--- config.mk ---
export PLATFORM = sky130hd
export DESIGN_NAME = plbs_side
export DESIGN_NICKNAME = d
export VERILOG_FILES = /design/src/design/plbs_pkg.sv /design/src/design/plbs_cell.sv /design/src/design/plbs_side.sv
export SDC_FILE = /design/constraint.sdc
export NUM_CORES = 2
export LEC_CHECK = 0
export BUFFER_PORTS_ARGS = -buffer_cell sky130_fd_sc_hd__buf_2
export CELL_PAD_IN_SITES_DETAIL_PLACEMENT = 1
export CELL_PAD_IN_SITES_GLOBAL_PLACEMENT = 2
export CORE_UTILIZATION = 45
export CTS_BUF_LIST = sky130_fd_sc_hd__clkbuf_4 sky130_fd_sc_hd__clkbuf_8 sky130_fd_sc_hd__clkbuf_16
export DETAILED_ROUTE_END_ITERATION = 10
export GPL_ROUTABILITY_DRIVEN = 0
export PLACE_DENSITY = 0.92
export SLEW_MARGIN = 20
export SYNTH_ARGS = -nofsm -noshare
export SYNTH_HDL_FRONTEND = slang
export SYNTH_HIERARCHICAL = 1
export SYNTH_SLANG_ARGS = --single-unit
--- constraint.sdc ---
create_clock -name clk -period 46.8 [get_ports clk]
set_clock_uncertainty 0.1 [all_clocks]
set_input_delay 9.36 -clock clk [delete_from_list [all_inputs] [get_ports clk]]
set_output_delay 9.36 -clock clk [all_outputs]
set_load 0.01 [all_outputs]
--- src/design/plbs_pkg.sv ---
package plbs_pkg;

    localparam int unsigned DefBookDepth = 16;
    localparam int unsigned PriceW       = 32;
    localparam int unsigned QtyW         = 32;
    localparam int unsigned SeqW         = 64;
    localparam int unsigned TimeW        = 64;

    // One level as it sits in a cell.
    typedef struct packed {
        logic              valid;
        logic [PriceW-1:0] price;
        logic [QtyW-1:0]   qty;
    } level_t;

    // Decision of one cell for the incoming level, handed to its right-hand neighbour.
    typedef struct packed {
        logic ahead;   // this cell's price ranks strictly before the new price
        logic hit;     // this cell or a better one holds the new price
    } cell_flag_t;

    // The update applied to one side in this cycle.
    typedef struct packed {
        logic              apply;
        logic              clear;
        logic              is_ask;
        logic [PriceW-1:0] price;
        logic [QtyW-1:0]   qty;
    } side_cmd_t;

endpackage

--- src/design/plbs_cell.sv ---
module plbs_cell
(
    input  logic                   clk,
    input  logic                   rst_n,
    input  plbs_pkg::side_cmd_t    cmd,
    input  plbs_pkg::cell_flag_t   flag_left,   // decision of the better neighbour
    input  plbs_pkg::level_t       level_left,  // contents of the better neighbour
    input  plbs_pkg::level_t       level_right, // contents of the worse neighbour
    output plbs_pkg::cell_flag_t   flag_here,
    output plbs_pkg::level_t       level_here
);

    logic                          valid_reg, valid_next;
    logic [plbs_pkg::PriceW-1:0]   price_reg, price_next;
    logic [plbs_pkg::QtyW-1:0]     qty_reg, qty_next;
    logic                          v;
    logic                          ahead;
    logic                          match_here;

    // A clear on this request empties the cell before the level is applied.
    assign v          = valid_reg && !cmd.clear;
    assign ahead      = v && (cmd.is_ask ? (price_reg < cmd.price)
                                         : (price_reg > cmd.price));
    assign match_here = v && (price_reg == cmd.price);

    always_comb
    begin
        flag_here.ahead  = ahead;
        flag_here.hit    = flag_left.hit || match_here;
        level_here.valid = v;
        level_here.price = price_reg;
        level_here.qty   = qty_reg;
    end

    always_comb
    begin
        valid_next = v;
        price_next = price_reg;
        qty_next   = qty_reg;
        if (cmd.apply && !ahead)
        begin
            if (match_here)
            begin
                if (cmd.qty == '0)
                begin
                    valid_next = level_right.valid;     // removal: close the gap
                    price_next = level_right.price;
                    qty_next   = level_right.qty;
                end
                else
                begin
                    qty_next = cmd.qty;
                end
            end
            else if (flag_left.hit)
            begin
                if (cmd.qty == '0)
                begin
                    valid_next = level_right.valid;     // behind a removed level
                    price_next = level_right.price;
                    qty_next   = level_right.qty;
                end
            end
            else if (cmd.qty != '0)
            begin
                if (flag_left.ahead)
                begin
                    valid_next = 1'b1;                  // insertion point
                    price_next = cmd.price;
                    qty_next   = cmd.qty;
                end
                else
                begin
                    valid_next = level_left.valid;      // shift down by one
                    price_next = level_left.price;
                    qty_next   = level_left.qty;
                end
            end
        end
    end

    always_ff @(posedge clk or negedge rst_n)
    begin
        if (!rst_n)
        begin
            valid_reg <= 1'b0;
        end
        else
        begin
            valid_reg <= valid_next;
        end
    end

    always_ff @(posedge clk)
    begin
        price_reg <= price_next;
        qty_reg   <= qty_next;
    end

endmodule

--- src/design/plbs_side.sv ---
module plbs_side
#(
    parameter int unsigned BOOK_DEPTH = plbs_pkg::DefBookDepth
)
(
    input  logic                clk,
    input  logic                rst_n,
    input  plbs_pkg::side_cmd_t cmd,
    output plbs_pkg::level_t    best,
    output logic                overflow
);

    plbs_pkg::level_t     lvl  [BOOK_DEPTH+1];
    plbs_pkg::cell_flag_t flg  [BOOK_DEPTH+1];
    plbs_pkg::level_t     lefl [BOOK_DEPTH];

    // The best cell always sees an insertion point on its left and no held price.
    assign flg[0].ahead    = 1'b1;
    assign flg[0].hit      = 1'b0;
    assign lvl[BOOK_DEPTH] = '0;

    genvar g;
    generate
        for (g = 0; g < BOOK_DEPTH; g++)
        begin : g_cell
            if (g == 0)
            begin : g_first
                assign lefl[g] = '0;
            end
            else
            begin : g_rest
                assign lefl[g] = lvl[g-1];
            end
            plbs_cell u_cell
            (
                .clk         (clk),
                .rst_n       (rst_n),
                .cmd         (cmd),
                .flag_left   (flg[g]),
                .level_left  (lefl[g]),
                .level_right (lvl[g+1]),
                .flag_here   (flg[g+1]),
                .level_here  (lvl[g])
            );
        end
    endgenerate

    assign best     = lvl[0];
    // Full side, new price absent, non-zero quantity: evict or drop.
    assign overflow = cmd.apply && (cmd.qty != '0) && lvl[BOOK_DEPTH-1].valid
                   && !flg[BOOK_DEPTH].hit;

endmodule

==> metrics.md <==
| Metric | Value |
|---|---|
| Share of cells above drive strength 1 | 9.287% |
| Startpoint types | input pin |
| DR iter-0 viols | 5935 |
| WP data arrival | 19.06 ns |
| TritonCTS clock tree | yes |
| Worst ir drop on vdd | 0.00003121 V |
| RSZ-0062 raised after global routing | false |
| Worst Setup Path Type | in -> out |
| Gr usage total | 28.17% |
| P&R area growth vs syn | 10.34% |
| Num rows | 147 |
| R2r setup slk | 36.22 ns |
| Register area | 0.03115 sq mm |
| Mapped Area | 0.07320 sq mm |
| Cell family with most CP delay | buffers and inverters |
| Max incr delay on CP | 0.65 ns |
| Met2 usage | 43.39% |
| DRC violations left | 0 |
| Hold_ws | 0.4709 ns |
| Worst-case clock buffer depth | 3 |
| Setup crit start | cmd[42] |
| Largest net degree at the start of global routing | 75 |
| Pleak | 29.93 nW |
| Reg2Reg Depth | 30 |
| Failing checks | slew limit |
| Filler cells | 17624 |
| Die extent in x | 405.3 microns |
| Fmax achieved | 35.06 MHz |
| Crit Reg-Reg Startpoint | g_cell[0].u_cell/price_reg[14] |
| Critical Path End | overflow |
| Gate Count Post-Synth | 7149 |
| GRT busiest layer | met2 |
| Total Nets Final | 7790 |
| Fin. Hold Viols | 0 |
| HPWL after detailed placement | 170.2 mm |
| Critical path fanouts, max | 74 |
| Routed length per instance | 25.07 microns |
| Total wire length | 237.4 mm |
| Power, Total | 0.002567 W |
| Critical path's slowest cell | nor4_4 |
| Worst-Margin Slew | 2.552 ns |
| DR vias/cell | 6.327 |
| Root buf cell | clkbuf_16 |
| Max-slew violations | 33 |
| GR Util met3 | 4.403% |
| CTS Buf Count | 119 |
| Critical Path RT | 37.34 ns |
| Global-route wire length before repair | 365.0 mm |
| Tcrit/Tclk final | 60.94% |
| Max-cap violation count | 0 |
| Rel. slew slack | -70.74% |
| Vias in the first global route | 59905 |
| CTS H-tree depth | 3 |
| Worst skew pair latency | 0.77 ns |
| Hold Crit Class | reg -> reg |
| Syn Area/Cell | 10.24 sq um |
| CP dominant cell by count | nand2b_2 |
| Levels on crit path | 31 |
| Antenna violation net count after detailed routing | 0 |
| Count of buffers from port buffering | 134 |
| Clk pin slew, worst setup/hold paths | 0.06 ns |
| Post-CTS Setup Repair Bufs | 0 |
| # hold bufs at CTS | 0 |
| WP buf/inv | 10 |
| Core Footprint | 0.1609 sq mm |
| Initial core utilization | 45.49% |
| Sum Neg Setup Slack | 0 ns |
| Power density over cell area | 31.78 mW/mm^2 |
| CTS Sinks | 1040 |
| Synth warnings | 6 |
| Setup violators final | 0 |
| Initial antenna violation count | 4 |
| Via Count | 59939 |
| Final min period | 28.52 ns |
| Grt ovf | 0 |
| DIE HEIGHT | 405.3 microns |
| Worst hold path cell count | 1 |
| Multi-input logic area | 0.03876 sq mm |
| Post-CTS sizing | 0 |
| GR Util met1 | 40.38% |
| Run status | complete, but fails checks |
| IO Pins | 135 |
| Worst R2R End | g_cell[15].u_cell/price_reg[8] |
| Die Area | 0.1643 sq mm |
| Critical path capture point type | output port |
| Initial DRT Pass Iterations | 6 |
layout by cell type (no fill, tap or decap), types with 23 or more instances in the layout:
| cell type | instances |
|---|---|
| a21oi_4 | 32 |
| nand4_1 | 130 |
| nor3_1 | 32 |
| a221o_1 | 480 |
| nor2_1 | 420 |
| nor4_1 | 133 |
| a22oi_1 | 64 |
| clkbuf_16 | 119 |
| o21ai_0 | 160 |
| ha_1 | 512 |
| nor2_4 | 27 |
| buf_4 | 137 |
| clkbuf_4 | 31 |
| clkinv_1 | 27 |
| buf_2 | 133 |
| conb_1 | 140 |
| a211oi_1 | 528 |
| nand3_1 | 48 |
| a21o_1 | 48 |
| nor4_4 | 32 |
| mux2i_1 | 512 |
| a21oi_1 | 752 |
| inv_1 | 599 |
| nand2_1 | 193 |
| edfxtp_1 | 1024 |
| clkinv_2 | 23 |
| nor2b_1 | 654 |
| o31ai_1 | 32 |
per-stage QoR:
| step | std cells | cell area, sq um | worst slack (ns) | utilization (%) |
|---|---|---|---|---|
| after floorplan | 7287 | 73720 | 17.11 | - |
| after global placement | 9238 | 76480 | 18.49 | 47.52 |
| after detailed placement | 9240 | 76590 | 18.21 | 47.59 |
| after CTS | 9463 | 80510 | 18.20 | 50.02 |
| after global routing | 9471 | 80770 | 17.47 | 50.19 |
| final | 9473 | 80780 | 18.28 | 50.19 |
worst min-delay path by stage:
stage | end | slack [ns] | startpoint
3_3_place_gp | g_cell[14].u_cell/qty_reg[17] | 0.45 | g_cell[13].u_cell/qty_reg[17]
5_1_grt | g_cell[15].u_cell/qty_reg[28] | 0.49 | g_cell[14].u_cell/qty_reg[28]
6_report | g_cell[15].u_cell/qty_reg[28] | 0.47 | g_cell[14].u_cell/qty_reg[28]
3_5_place_dp | g_cell[14].u_cell/qty_reg[29] | 0.46 | g_cell[13].u_cell/qty_reg[29]
2_1_floorplan | g_cell[10].u_cell/qty_reg[0] | 0.44 | g_cell[9].u_cell/qty_reg[0]
4_1_cts | g_cell[15].u_cell/qty_reg[28] | 0.47 | g_cell[14].u_cell/qty_reg[28]
final cells by class:
type,instances,share of cell area [%]
Multi-Input combinational cell,5160,47.99
Timing Repair Buffer,280,2.423
Sequential cell,1040,38.56
Clock inverter,73,0.8736
Tap cell,2160,3.346
Antenna cell,2,0.006196
Inverter,608,2.825
Clock buffer,150,3.975
power by group:
group          switching (W)  internal [W]
Clock               0.000417      0.000532
Combinational       0.000276      0.000163
Sequential         0.0000682       0.00111
Total               0.000761       0.00181
metal layers:
metal  share of wire (%)  up-vias
met4                 2.8        6
met5               0.016        -
met1                  44    29674
li1                    -    27385
met2                  44     2543
met3                 8.6      331
Note: power is estimated with default switching activity, not from simulation.
